==> src/hdl/bcsc_pkg.sv <==
`default_nettype none

package bcsc_pkg;

   // limits on the image geometry
   localparam int unsigned MAX_DIM = 16384;
   localparam int unsigned MAX_BPP = 4;

   // register indexes on the csr channel
   localparam logic [2:0] CSR_HEADER_LEN  = 3'd0;
   localparam logic [2:0] CSR_IMG_WIDTH   = 3'd1;
   localparam logic [2:0] CSR_IMG_HEIGHT  = 3'd2;
   localparam logic [2:0] CSR_BPP         = 3'd3;
   localparam logic [2:0] CSR_STRIP_PX    = 3'd4;

   // reset values of the registers
   localparam logic [9:0]  RST_HEADER_LEN  = 10'd54;
   localparam logic [14:0] RST_IMG_WIDTH   = 15'd1;
   localparam logic [14:0] RST_IMG_HEIGHT  = 15'd1;
   localparam logic [2:0]  RST_BPP         = 3'd3;
   localparam logic [14:0] RST_STRIP_PX    = 15'd1;

   // header fields that get rewritten (4 bytes each, little-endian)
   localparam logic [9:0] OFS_FILE_SIZE = 10'd2;
   localparam logic [9:0] OFS_WIDTH     = 10'd18;
   localparam logic [9:0] OFS_DATA_SIZE = 10'd34;
   localparam logic [9:0] FIELD_BYTES   = 10'd4;

   // cycles the geometry pipeline needs after a register write
   localparam logic [2:0] SETTLE_CYCLES = 3'd5;

   // default depth of the front-to-back queue
   localparam int unsigned QUEUE_DEPTH = 4;

   // derived geometry from the effective (saturated) settings; the header length is kept as written
   typedef struct packed {
      logic [9:0]  header_len;
      logic [14:0] sw;          // strip width in pixels
      logic [14:0] h;           // image height in rows
      logic [1:0]  spad;        // padding after each strip row
      logic [16:0] irow;        // input row length incl. padding
      logic [16:0] s0;          // first strip byte in a row
      logic [16:0] s1;          // one past the last strip byte
      logic [31:0] fsize;       // new file size
      logic [31:0] dsize;       // new unpadded pixel data size
   } bcsc_geom_type;

   // one queued word: a data byte and the zero padding behind it
   typedef struct packed {
      logic [7:0] data;
      logic       data_last;
      logic [1:0] pad_cnt;
      logic       pad_last;
   } bcsc_entry_type;

endpackage

`default_nettype wire

==> src/hdl/bcsc_cfg.sv <==
`default_nettype none

module bcsc_cfg
   import bcsc_pkg::*;
(
   input  wire logic          clock,
   input  wire logic          reset,
   input  wire logic          csr_valid,
   output logic               csr_ready,
   input  wire logic [2:0]    csr_index,
   input  wire logic [14:0]   csr_data,
   output bcsc_geom_type      geom,
   output logic               busy
);

   logic [9:0]  header_len_ff, header_len_in;
   logic [14:0] img_width_ff, img_width_in;
   logic [14:0] img_height_ff, img_height_in;
   logic [2:0]  bpp_ff, bpp_in;
   logic [14:0] strip_px_ff, strip_px_in;
   logic [2:0]  settle_ff, settle_in;

   // stage A: saturated settings
   logic [14:0] w_a_ff, w_a_in, h_a_ff, h_a_in, sw_a_ff, sw_a_in;
   logic [2:0]  b_a_ff, b_a_in;
   // stage B: products
   logic [16:0] srow_b_ff, srow_b_in, wb_b_ff, wb_b_in, s0_b_ff, s0_b_in;
   // stage C: row lengths
   logic [1:0]  spad_c_ff, spad_c_in;
   logic [16:0] irow_c_ff, irow_c_in, s1_c_ff, s1_c_in;
   logic [16:0] srowpad_c_ff, srowpad_c_in, srow_c_ff, srow_c_in;
   // stage D: sizes
   logic [30:0] fprod_d_ff, fprod_d_in, dsize_d_ff, dsize_d_in;
   // stage E: file size
   logic [31:0] fsize_e_ff, fsize_e_in;

   logic        wr;
   logic [14:0] sw_c;
   logic [13:0] half;
   logic [1:0]  wpad;

   function automatic logic [14:0] clamp_dim(input logic [14:0] v);
      logic [14:0] r;
      if (v == 15'd0) begin
         r = 15'd1;
      end else if (v > 15'(MAX_DIM)) begin
         r = 15'(MAX_DIM);
      end else begin
         r = v;
      end
      return r;
   endfunction

   assign csr_ready = 1'b1;
   assign wr        = csr_valid && csr_ready;
   assign busy      = (settle_ff != 3'd0);

   // register writes; every write restarts the settle count
   always_comb begin
      header_len_in  = header_len_ff;
      img_width_in   = img_width_ff;
      img_height_in  = img_height_ff;
      bpp_in         = bpp_ff;
      strip_px_in    = strip_px_ff;
      settle_in      = busy ? settle_ff - 3'd1 : settle_ff;
      if (wr) begin
         settle_in = SETTLE_CYCLES;
         unique case (csr_index)
            CSR_HEADER_LEN:  header_len_in  = csr_data[9:0];
            CSR_IMG_WIDTH:   img_width_in   = csr_data;
            CSR_IMG_HEIGHT:  img_height_in  = csr_data;
            CSR_BPP:         bpp_in         = csr_data[2:0];
            CSR_STRIP_PX:    strip_px_in    = csr_data;
            default: ;
         endcase
      end
   end

   // geometry pipeline
   always_comb begin
      w_a_in = clamp_dim(img_width_ff);
      h_a_in = clamp_dim(img_height_ff);
      sw_c   = clamp_dim(strip_px_ff);
      sw_a_in = (sw_c > w_a_in) ? w_a_in : sw_c;
      if (bpp_ff == 3'd0) begin
         b_a_in = 3'd1;
      end else if (bpp_ff > 3'(MAX_BPP)) begin
         b_a_in = 3'(MAX_BPP);
      end else begin
         b_a_in = bpp_ff;
      end

      half      = 14'((w_a_ff - sw_a_ff) >> 1);
      srow_b_in = 17'(17'(sw_a_ff) * 17'(b_a_ff));
      wb_b_in   = 17'(17'(w_a_ff) * 17'(b_a_ff));
      s0_b_in   = 17'(17'(half) * 17'(b_a_ff));

      spad_c_in    = 2'd0 - srow_b_ff[1:0];
      wpad         = 2'd0 - wb_b_ff[1:0];
      irow_c_in    = wb_b_ff + 17'(wpad);
      s1_c_in      = s0_b_ff + srow_b_ff;
      srowpad_c_in = srow_b_ff + 17'(spad_c_in);
      srow_c_in    = srow_b_ff;

      fprod_d_in = 31'(31'(h_a_ff) * 31'(srowpad_c_ff));
      dsize_d_in = 31'(31'(h_a_ff) * 31'(srow_c_ff));

      fsize_e_in = 32'(header_len_ff) + 32'(fprod_d_ff);
   end

   always_ff @(posedge clock) begin
      if (reset) begin
         header_len_ff  <= RST_HEADER_LEN;
         img_width_ff   <= RST_IMG_WIDTH;
         img_height_ff  <= RST_IMG_HEIGHT;
         bpp_ff         <= RST_BPP;
         strip_px_ff    <= RST_STRIP_PX;
         settle_ff      <= SETTLE_CYCLES;
      end else begin
         header_len_ff  <= header_len_in;
         img_width_ff   <= img_width_in;
         img_height_ff  <= img_height_in;
         bpp_ff         <= bpp_in;
         strip_px_ff    <= strip_px_in;
         settle_ff      <= settle_in;
      end
   end

   always_ff @(posedge clock) begin
      w_a_ff       <= w_a_in;
      h_a_ff       <= h_a_in;
      sw_a_ff      <= sw_a_in;
      b_a_ff       <= b_a_in;
      srow_b_ff    <= srow_b_in;
      wb_b_ff      <= wb_b_in;
      s0_b_ff      <= s0_b_in;
      spad_c_ff    <= spad_c_in;
      irow_c_ff    <= irow_c_in;
      s1_c_ff      <= s1_c_in;
      srowpad_c_ff <= srowpad_c_in;
      srow_c_ff    <= srow_c_in;
      fprod_d_ff   <= fprod_d_in;
      dsize_d_ff   <= dsize_d_in;
      fsize_e_ff   <= fsize_e_in;
   end

   always_comb begin
      geom.header_len = header_len_ff;
      geom.sw         = sw_a_ff;
      geom.h          = h_a_ff;
      geom.spad       = spad_c_ff;
      geom.irow       = irow_c_ff;
      geom.s0         = s0_b_ff;
      geom.s1         = s1_c_ff;
      geom.fsize      = fsize_e_ff;
      geom.dsize      = 32'(dsize_d_ff);
   end

endmodule

`default_nettype wire

==> src/hdl/bcsc_front.sv <==
`default_nettype none

module bcsc_front
   import bcsc_pkg::*;
(
   input  wire logic          clock,
   input  wire logic          reset,
   input  wire logic          req_tvalid,
   output logic               req_tready,
   input  wire logic [7:0]    req_tdata,
   input  wire logic          req_tuser,
   input  wire bcsc_geom_type geom,
   input  wire logic          hold,
   output logic               push,
   output bcsc_entry_type     entry
);

   logic [9:0]  header_pos_ff, header_pos_in;
   logic [13:0] row_index_ff, row_index_in;
   logic [16:0] row_byte_pos_ff, row_byte_pos_in;
   logic        file_done_ff, file_done_in;

   logic        accept;
   logic [9:0]  hp;
   logic [13:0] ri;
   logic [16:0] p;
   logic        done;
   logic        in_header;
   logic [1:0]  sel;
   logic [31:0] field;
   logic        use_field;
   logic [17:0] p_next;
   logic        in_strip;
   logic        row_end;
   logic        last_row;

   assign req_tready = !hold;
   assign accept     = req_tvalid && req_tready;

   // a first-byte mark clears the counters before the byte is classified
   always_comb begin
      hp   = req_tuser ? 10'd0 : header_pos_ff;
      ri   = req_tuser ? 14'd0 : row_index_ff;
      p    = req_tuser ? 17'd0 : row_byte_pos_ff;
      done = req_tuser ? 1'b0  : file_done_ff;
   end

   // header byte substitution
   always_comb begin
      in_header = (hp < geom.header_len);
      sel       = hp[1:0] - 2'd2;
      use_field = 1'b1;
      if (hp >= OFS_FILE_SIZE && hp < OFS_FILE_SIZE + FIELD_BYTES) begin
         field = geom.fsize;
      end else if (hp >= OFS_WIDTH && hp < OFS_WIDTH + FIELD_BYTES) begin
         field = 32'(geom.sw);
      end else if (hp >= OFS_DATA_SIZE && hp < OFS_DATA_SIZE + FIELD_BYTES) begin
         field = geom.dsize;
      end else begin
         field     = '0;
         use_field = 1'b0;
      end
   end

   // pixel row position
   always_comb begin
      in_strip = (p >= geom.s0) && (p < geom.s1);
      p_next   = {1'b0, p} + 18'd1;
      row_end  = (p_next == {1'b0, geom.s1});
      last_row = (({1'b0, ri} + 15'd1) >= geom.h);
   end

   // classify the word and advance the counters
   always_comb begin
      header_pos_in   = header_pos_ff;
      row_index_in    = row_index_ff;
      row_byte_pos_in = row_byte_pos_ff;
      file_done_in    = file_done_ff;
      push            = 1'b0;
      entry.data      = req_tdata;
      entry.data_last = 1'b0;
      entry.pad_cnt   = 2'd0;
      entry.pad_last  = 1'b0;
      // fields are only rewritten while still inside the header
      if (in_header && use_field) begin
         unique case (sel)
            2'd0: entry.data = field[7:0];
            2'd1: entry.data = field[15:8];
            2'd2: entry.data = field[23:16];
            2'd3: entry.data = field[31:24];
            default: entry.data = field[7:0];
         endcase
      end
      if (!in_header) begin
         entry.data_last = row_end && last_row && (geom.spad == 2'd0);
         entry.pad_cnt   = row_end ? geom.spad : 2'd0;
         entry.pad_last  = last_row;
      end
      if (accept) begin
         header_pos_in   = hp;
         row_index_in    = ri;
         row_byte_pos_in = p;
         file_done_in    = done;
         if (!done) begin
            if (in_header) begin
               push          = 1'b1;
               header_pos_in = hp + 10'd1;
            end else begin
               push = in_strip;
               if (in_strip && row_end && last_row) begin
                  file_done_in = 1'b1;
               end
               if (p_next >= {1'b0, geom.irow}) begin
                  row_byte_pos_in = 17'd0;
                  row_index_in    = ri + 14'd1;
               end else begin
                  row_byte_pos_in = p_next[16:0];
               end
            end
         end
      end
   end

   always_ff @(posedge clock) begin
      if (reset) begin
         header_pos_ff   <= '0;
         row_index_ff    <= '0;
         row_byte_pos_ff <= '0;
         file_done_ff    <= 1'b0;
      end else begin
         header_pos_ff   <= header_pos_in;
         row_index_ff    <= row_index_in;
         row_byte_pos_ff <= row_byte_pos_in;
         file_done_ff    <= file_done_in;
      end
   end

endmodule

`default_nettype wire

==> src/hdl/bcsc_queue.sv <==
`default_nettype none

module bcsc_queue
   import bcsc_pkg::*;
#(
   parameter int unsigned DEPTH = QUEUE_DEPTH
)
(
   input  wire logic           clock,
   input  wire logic           reset,
   input  wire logic           push,
   input  wire bcsc_entry_type push_entry,
   input  wire logic           pop,
   output bcsc_entry_type      head,
   output logic                full,
   output logic                empty
);

   localparam int unsigned PTR_W = (DEPTH > 1) ? $clog2(DEPTH) : 1;
   localparam int unsigned CNT_W = $clog2(DEPTH + 1);
   localparam logic [PTR_W-1:0] LAST_PTR = PTR_W'(DEPTH - 1);

   bcsc_entry_type   slot_ff [DEPTH];
   logic [PTR_W-1:0] wr_ptr_ff, wr_ptr_in;
   logic [PTR_W-1:0] rd_ptr_ff, rd_ptr_in;
   logic [CNT_W-1:0] count_ff, count_in;

   assign full  = (count_ff == CNT_W'(DEPTH));
   assign empty = (count_ff == '0);
   assign head  = slot_ff[rd_ptr_ff];

   // pointer and fill count
   always_comb begin
      wr_ptr_in = wr_ptr_ff;
      rd_ptr_in = rd_ptr_ff;
      count_in  = count_ff;
      if (push) begin
         wr_ptr_in = (wr_ptr_ff == LAST_PTR) ? '0 : wr_ptr_ff + PTR_W'(1);
      end
      if (pop) begin
         rd_ptr_in = (rd_ptr_ff == LAST_PTR) ? '0 : rd_ptr_ff + PTR_W'(1);
      end
      if (push && !pop) begin
         count_in = count_ff + CNT_W'(1);
      end else if (pop && !push) begin
         count_in = count_ff - CNT_W'(1);
      end
   end

   always_ff @(posedge clock) begin
      if (reset) begin
         wr_ptr_ff <= '0;
         rd_ptr_ff <= '0;
         count_ff  <= '0;
      end else begin
         wr_ptr_ff <= wr_ptr_in;
         rd_ptr_ff <= rd_ptr_in;
         count_ff  <= count_in;
      end
   end

   always_ff @(posedge clock) begin
      if (push) begin
         slot_ff[wr_ptr_ff] <= push_entry;
      end
   end

endmodule

`default_nettype wire

==> src/hdl/bcsc_back.sv <==
`default_nettype none

module bcsc_back
   import bcsc_pkg::*;
(
   input  wire logic           clock,
   input  wire logic           reset,
   input  wire bcsc_entry_type head,
   input  wire logic           empty,
   output logic                pop,
   output logic                rsp_tvalid,
   input  wire logic           rsp_tready,
   output logic [7:0]          rsp_tdata,
   output logic                rsp_tlast
);

   logic       valid_ff, valid_in;
   logic [7:0] data_ff, data_in;
   logic       last_ff, last_in;
   logic [1:0] pad_left_ff, pad_left_in;
   logic       pad_last_ff, pad_last_in;
   logic       load;

   assign rsp_tvalid = valid_ff;
   assign rsp_tdata  = data_ff;
   assign rsp_tlast  = last_ff;

   // output register refills when empty or when its word is taken
   assign load = !valid_ff || rsp_tready;

   // pending padding goes out before the next queued word
   always_comb begin
      valid_in    = valid_ff;
      data_in     = data_ff;
      last_in     = last_ff;
      pad_left_in = pad_left_ff;
      pad_last_in = pad_last_ff;
      pop         = 1'b0;
      if (load) begin
         if (pad_left_ff != 2'd0) begin
            valid_in    = 1'b1;
            data_in     = 8'd0;
            last_in     = pad_last_ff && (pad_left_ff == 2'd1);
            pad_left_in = pad_left_ff - 2'd1;
         end else if (!empty) begin
            pop         = 1'b1;
            valid_in    = 1'b1;
            data_in     = head.data;
            last_in     = head.data_last;
            pad_left_in = head.pad_cnt;
            pad_last_in = head.pad_last;
         end else begin
            valid_in = 1'b0;
         end
      end
   end

   always_ff @(posedge clock) begin
      if (reset) begin
         valid_ff    <= 1'b0;
         pad_left_ff <= 2'd0;
      end else begin
         valid_ff    <= valid_in;
         pad_left_ff <= pad_left_in;
      end
   end

   always_ff @(posedge clock) begin
      data_ff     <= data_in;
      last_ff     <= last_in;
      pad_last_ff <= pad_last_in;
   end

endmodule

`default_nettype wire

==> src/hdl/bmp_center_strip_crop.sv <==
`default_nettype none

// Streams an uncompressed BMP file in, one byte per word, and streams out a
// BMP holding only the centred vertical strip of every row, with the file
// size, width and pixel data size fields of the header rewritten. Mark the
// first byte of each file on req_tuser; rsp_tlast marks the final output byte
// and later input bytes are dropped until the next first-byte mark. An input
// word is taken every cycle while the output keeps up; the last strip byte of
// a row brings up to three zero padding bytes with it, sent one per cycle from
// the output register while rsp_tready is high, and the queue between
// classifier and output absorbs those bursts. After reset and after each csr
// write the input is held off while the registered geometry pipeline (two
// multiplier stages) settles. csr writes are taken every cycle.
module bmp_center_strip_crop
   import bcsc_pkg::*;
#(
   parameter int unsigned QUEUE_DEPTH_P = QUEUE_DEPTH
)
(
   input  wire logic        clock,
   input  wire logic        reset,
   input  wire logic        req_tvalid,
   output logic             req_tready,
   input  wire logic [7:0]  req_tdata,    // [7:0] in_byte
   input  wire logic        req_tuser,    // [0] first_byte
   output logic             rsp_tvalid,
   input  wire logic        rsp_tready,
   output logic [7:0]       rsp_tdata,    // [7:0] out_byte
   output logic             rsp_tlast,
   input  wire logic        csr_valid,
   output logic             csr_ready,
   input  wire logic [2:0]  csr_index,
   input  wire logic [14:0] csr_data
);

   bcsc_geom_type  geom;
   bcsc_entry_type push_entry;
   bcsc_entry_type head;
   logic           cfg_busy;
   logic           q_push;
   logic           q_pop;
   logic           q_full;
   logic           q_empty;
   logic           hold;

   assign hold = cfg_busy || q_full;

   bcsc_cfg u_cfg (
      .clock     (clock),
      .reset     (reset),
      .csr_valid (csr_valid),
      .csr_ready (csr_ready),
      .csr_index (csr_index),
      .csr_data  (csr_data),
      .geom      (geom),
      .busy      (cfg_busy)
   );

   bcsc_front u_front (
      .clock      (clock),
      .reset      (reset),
      .req_tvalid (req_tvalid),
      .req_tready (req_tready),
      .req_tdata  (req_tdata),
      .req_tuser  (req_tuser),
      .geom       (geom),
      .hold       (hold),
      .push       (q_push),
      .entry      (push_entry)
   );

   bcsc_queue #(
      .DEPTH (QUEUE_DEPTH_P)
   ) u_queue (
      .clock      (clock),
      .reset      (reset),
      .push       (q_push),
      .push_entry (push_entry),
      .pop        (q_pop),
      .head       (head),
      .full       (q_full),
      .empty      (q_empty)
   );

   bcsc_back u_back (
      .clock      (clock),
      .reset      (reset),
      .head       (head),
      .empty      (q_empty),
      .pop        (q_pop),
      .rsp_tvalid (rsp_tvalid),
      .rsp_tready (rsp_tready),
      .rsp_tdata  (rsp_tdata),
      .rsp_tlast  (rsp_tlast)
   );

   // a register write holds off input while the geometry settles
   a_csr_holds_input: assert property (@(posedge clock) disable iff (reset)
      (csr_valid && csr_ready) |=> !(req_tvalid && req_tready))
      else $error("input word taken straight after a csr write");

   // input stays held off just after reset
   a_reset_settle: assert property (@(posedge clock) disable iff (reset)
      $past(reset) |-> !req_tready)
      else $error("input ready before geometry settled");

   // the output stage never pulls from an empty queue
   a_no_empty_pop: assert property (@(posedge clock) disable iff (reset)
      q_pop |-> !q_empty)
      else $error("queue popped while empty");

   // the queue is never written while full
   a_no_full_push: assert property (@(posedge clock) disable iff (reset)
      q_full |-> !q_push)
      else $error("queue pushed while full");

endmodule

`default_nettype wire

==> config.mk <==
export PLATFORM = sky130hd
export DESIGN_NAME = bmp_center_strip_crop
export DESIGN_NICKNAME = d
export VERILOG_FILES = /design/src/hdl/bcsc_pkg.sv /design/src/hdl/bcsc_cfg.sv /design/src/hdl/bcsc_front.sv /design/src/hdl/bcsc_queue.sv /design/src/hdl/bcsc_back.sv /design/src/hdl/bmp_center_strip_crop.sv
export SDC_FILE = /design/constraint.sdc
export NUM_CORES = 2
export LEC_CHECK = 0
export BUFFER_PORTS_ARGS = -buffer_cell sky130_fd_sc_hd__buf_2
export CORE_MARGIN = 3
export CORE_UTILIZATION = 45
export DETAILED_ROUTE_END_ITERATION = 10
export PLACE_DENSITY_LB_ADDON = 0.2
export REMOVE_ABC_BUFFERS = 1
export SLEW_MARGIN = 10
export SYNTH_ARGS = -nofsm -noshare
export SYNTH_HDL_FRONTEND = slang
export SYNTH_HIERARCHICAL = 1
export SYNTH_SLANG_ARGS = --single-unit
==> constraint.sdc <==
create_clock -name clock -period 7.1 [get_ports clock]
set_input_delay 1.42 -clock clock [delete_from_list [all_inputs] [get_ports clock]]
set_output_delay 1.42 -clock clock [all_outputs]
set_load 0.03 [all_outputs]
==> results.cfg <==
[yosys]
synth_edf_count = 58
syn_area_um2 = 39100
synthTopCellsByArea = fa_1 21%, dfxtp_1 19%, ha_1 12%
yosysSeqAreaShare_pct = 23.6
ys_warn_count = 6
avgSynthCellArea_um2 = 8.94
syn_inst = 4368
ys.flop_type = dfxtp_1
synthDistinctLibCells = 94
synthArstFlopShare_pct = 0
synth_top_area_cell = fa_1
yosys_register_bits = 432
yosys.area.top_type_share_pct = 21.3

[setup_path]
slowest_stage = dfxtp_1
cp.arrival_ns = 6.98
startpoint_type = flip-flop
path_max_fanout = 21
crit_chain = nand2_1 -> fa_1 -> inv_1 -> fa_1 -> fa_1 -> fa_1 -> fa_1 -> inv_1 -> fa_1 -> inv_1 -> ha_1 -> a21o_1 -> a21o_1 -> a221oi_1 -> nor2b_1 -> a311oi_1 -> a21oi_1 -> xor2_1
endpoint_kind = flip-flop
crit_required_ns = 7.57
ff2ff_path_depth = 18
path_class = flip-flop to flip-flop
reg2reg_from = u_cfg/h_a_ff[11]
r2r-end = u_cfg/dsize_d_ff[24]
cpMostUsedCell = fa_1
critical-path-top-delay-family = adder cells
worst-path-buf-inv = 3
critPathMaxStageDelay_ns = 0.92
worst-r2r-setup-slack_ns = 0.59

[die]
die_area_um2 = 90400
io_pins = 44
num_rows = 107
die_h_um = 301
die_x_um = 301
core_area_um2 = 85500
initial_core_util_pct = 45.7

[cts]
cts.clk_slew.worst_paths_ns = 0.07
cts-root-buf = clkbuf_16
clock_path_buffers = 3
cts_buffers = 47
cts_tree = built
hold_buffers = 0
clkSinkCount = 432
clkLatencyLatePin_ns = 0.60
postCtsSetupBuffers = 0
ctsResizeCount = 0
htree_levels = 2

[drt]
vias = 28925
initialDrtViolationCount = 2054
via_per_inst = 5.23
wl_per_cell_um = 17.9
drc = 0
routed_wl_um = 99200
ant_nets = 0
firstDrtPassIters = 7

[power]
clockPowerShare_pct = 33.8
p_int_uw = 5140
powerDensity_nw_per_um2 = 181
leakage_uw = 0.0201
comb_power_share_pct = 25.1
seq_power_share_pct = 41.1
power.switching_uw = 2500
vdd_ir_drop_max_mv = 0.187
sw_frac_of_total_pct = 32.7
p_total_uw = 7640

[timing]
maxSlewHeadroom_pct = 17.7
drv_slew = 0
finalHoldViolCount = 0
tightest_slew_ns = 1.22
tns_ns = 0
setup_viol = 0
fin_worst_skew_ns = 0.0324
fmax_mhz = 154
finalCritPeriodShare_pct = 91.7
hold_ws_ns = 0.418
rsz0062_at_grt = false
finalCriticalPeriod_ns = 6.51

[cells_and_area]
drive_above_1_share_pct = 5.20
layout.nets = 5181
final_cell_mix = 683 x inv_1, 611 x nand2_1, 416 x fa_1
layout_commonest_cell = inv_1
area_growth_pct = 7.85

[grt]
grt_pass1_vias = 28892
grt_max_degree = 79
grt_pass1_wl_um = 161000
grt_usage_pct = 22.5
grt_antenna_before_repair = 1
grt_overflow = 0

[worst_hold_path]
min_path_type = flip-flop to flip-flop
hp-start = u_cfg/header_len_ff[0]
hold_path_end = u_cfg/fsize_e_ff[0]
whs_path_depth = 0

[run_status]
status = finished clean

[placed_design]
hpwl_um = 78700
portBuffers = 42
place_congestion = 0.885

[run]
drv_cap = 0
## metal layers
| metal | GRT usage, % | routed length [um] | vias to the layer above | share of wire, % |
|---|---|---|---|---|
| li1 | - | - | 14017 | - |
| met1 | 33.4 | 48000 | 14107 | 48 |
| met2 | 33.9 | 43100 | 685 | 43 |
| met3 | 3.70 | 5750 | 116 | 5.8 |
| met4 | 5.82 | 2380 | 0 | 2.4 |
| met5 | 0 | 0 | - | 0 |
## worst max path at each step
stage | cells after the start | end | from
floorplan | 18 | u_cfg/dsize_d_ff[24] | u_cfg/h_a_ff[8]
global placement | 18 | u_cfg/dsize_d_ff[24] | u_cfg/h_a_ff[11]
detailed placement | 21 | u_cfg/fprod_d_ff[30] | u_cfg/h_a_ff[5]
CTS | 21 | u_cfg/fprod_d_ff[30] | u_cfg/h_a_ff[5]
global route | 19 | u_cfg/fprod_d_ff[30] | u_cfg/h_a_ff[11]
finish | 18 | u_cfg/dsize_d_ff[24] | u_cfg/h_a_ff[11]
## sequential cells by signal (all words and copies together), names as in the netlist, 10 cells and up, named ones only
register                 cells
u_cfg/s1_c_ff               17
u_cfg/srow_c_ff             17
u_cfg/irow_c_ff             16
u_front/row_byte_pos_ff     17
u_cfg/sw_a_ff               15
u_cfg/srowpad_c_ff          16
u_cfg/s0_b_ff               17
u_front/row_index_ff        14
u_cfg/h_a_ff                15
u_cfg/header_len_ff         10
u_cfg/fsize_e_ff            32
u_cfg/img_height_ff         15
u_queue/slot_ff             48
u_cfg/wb_b_ff               17
u_cfg/img_width_ff          15
u_cfg/dsize_d_ff            31
u_front/header_pos_ff       10
u_cfg/srow_b_ff             17
u_cfg/strip_px_ff           15
u_cfg/fprod_d_ff            30
u_cfg/w_a_ff                15
## Yosys cell counts, types with 9 or more instances
library cell	number
a31oi_1	12
a21o_1	57
nor4_1	29
ha_1	380
mux2_1	13
nor3_1	50
a211oi_1	11
nand2_1	611
and3_1	23
dfxtp_1	374
xor2_1	62
a211o_1	9
nand2b_1	22
a21oi_1	205
nand4_1	36
nand3_1	48
o21ai_1	18
o211ai_1	23
or3_1	9
o21a_1	30
a22oi_1	9
buf_2	9
clkbuf_1	145
inv_1	683
edfxtp_1	58
o31ai_1	20
nor2b_1	77
mux4_2	10
fa_1	416
a22o_1	30
o21ai_0	76
and2_1	321
xnor2_1	166
mux2i_1	10
nor2_1	161
## power groups by stage
stage	sequential, uW	combinational, uW	clock (uW)
final	3140	1920	2580
after global routing	3160	2180	2750
after CTS	3130	1920	2640
after detailed placement	3180	1900	0
after global placement	3180	1880	0
after floorplan	3100	1360	0
## worst register-to-register path, delay by kind of cell, from the launching register on
kind	cells	cell delay (ns)
AO/OA/AOI/OAI	5	1.26
XOR/XNOR	1	0.15
adder cells (fa/ha/maj)	7	3.60
buffers and inverters	3	0.16
flip-flops	1	0.92
AND/OR/NAND/NOR	2	0.30
## through the flow
step	utilization, %	setup slack (ns)	cell area (um2)	std cells
2_1_floorplan	-	1.15	38400	4202
3_3_place_gp	47.3	0.658	40500	5448
3_5_place_dp	47.3	0.577	40500	5448
4_1_cts	49.2	0.559	42100	5531
5_1_grt	49.2	0.226	42100	5531
6_report	49.2	0.592	42100	5534
## layout make-up
type / count / area [um2]
timing repair buffer: 102 / 663
fill: 8078 / 43400
tap: 1144 / 1430
multi-input combinational: 3087 / 26600
antenna: 3 / 7.51
clock inverter: 24 / 340
sequential: 432 / 9230
clock buffer: 59 / 1270
inverter: 683 / 2560
## cell families (layout without fill, tap and decap cells)
group	Yosys count	in the layout	synth area share (%)
fa+ha+maj	796	796	33.5
simple gates	1434	1434	18.0
mux	39	39	1.46
xor+xnor	231	231	5.27
other cells	2	6	0.0192
buf+inv	850	868	8.30
flops	432	432	23.6
compound gates	584	584	9.84
No activity file was read; power rests on OpenSTA's default activity.
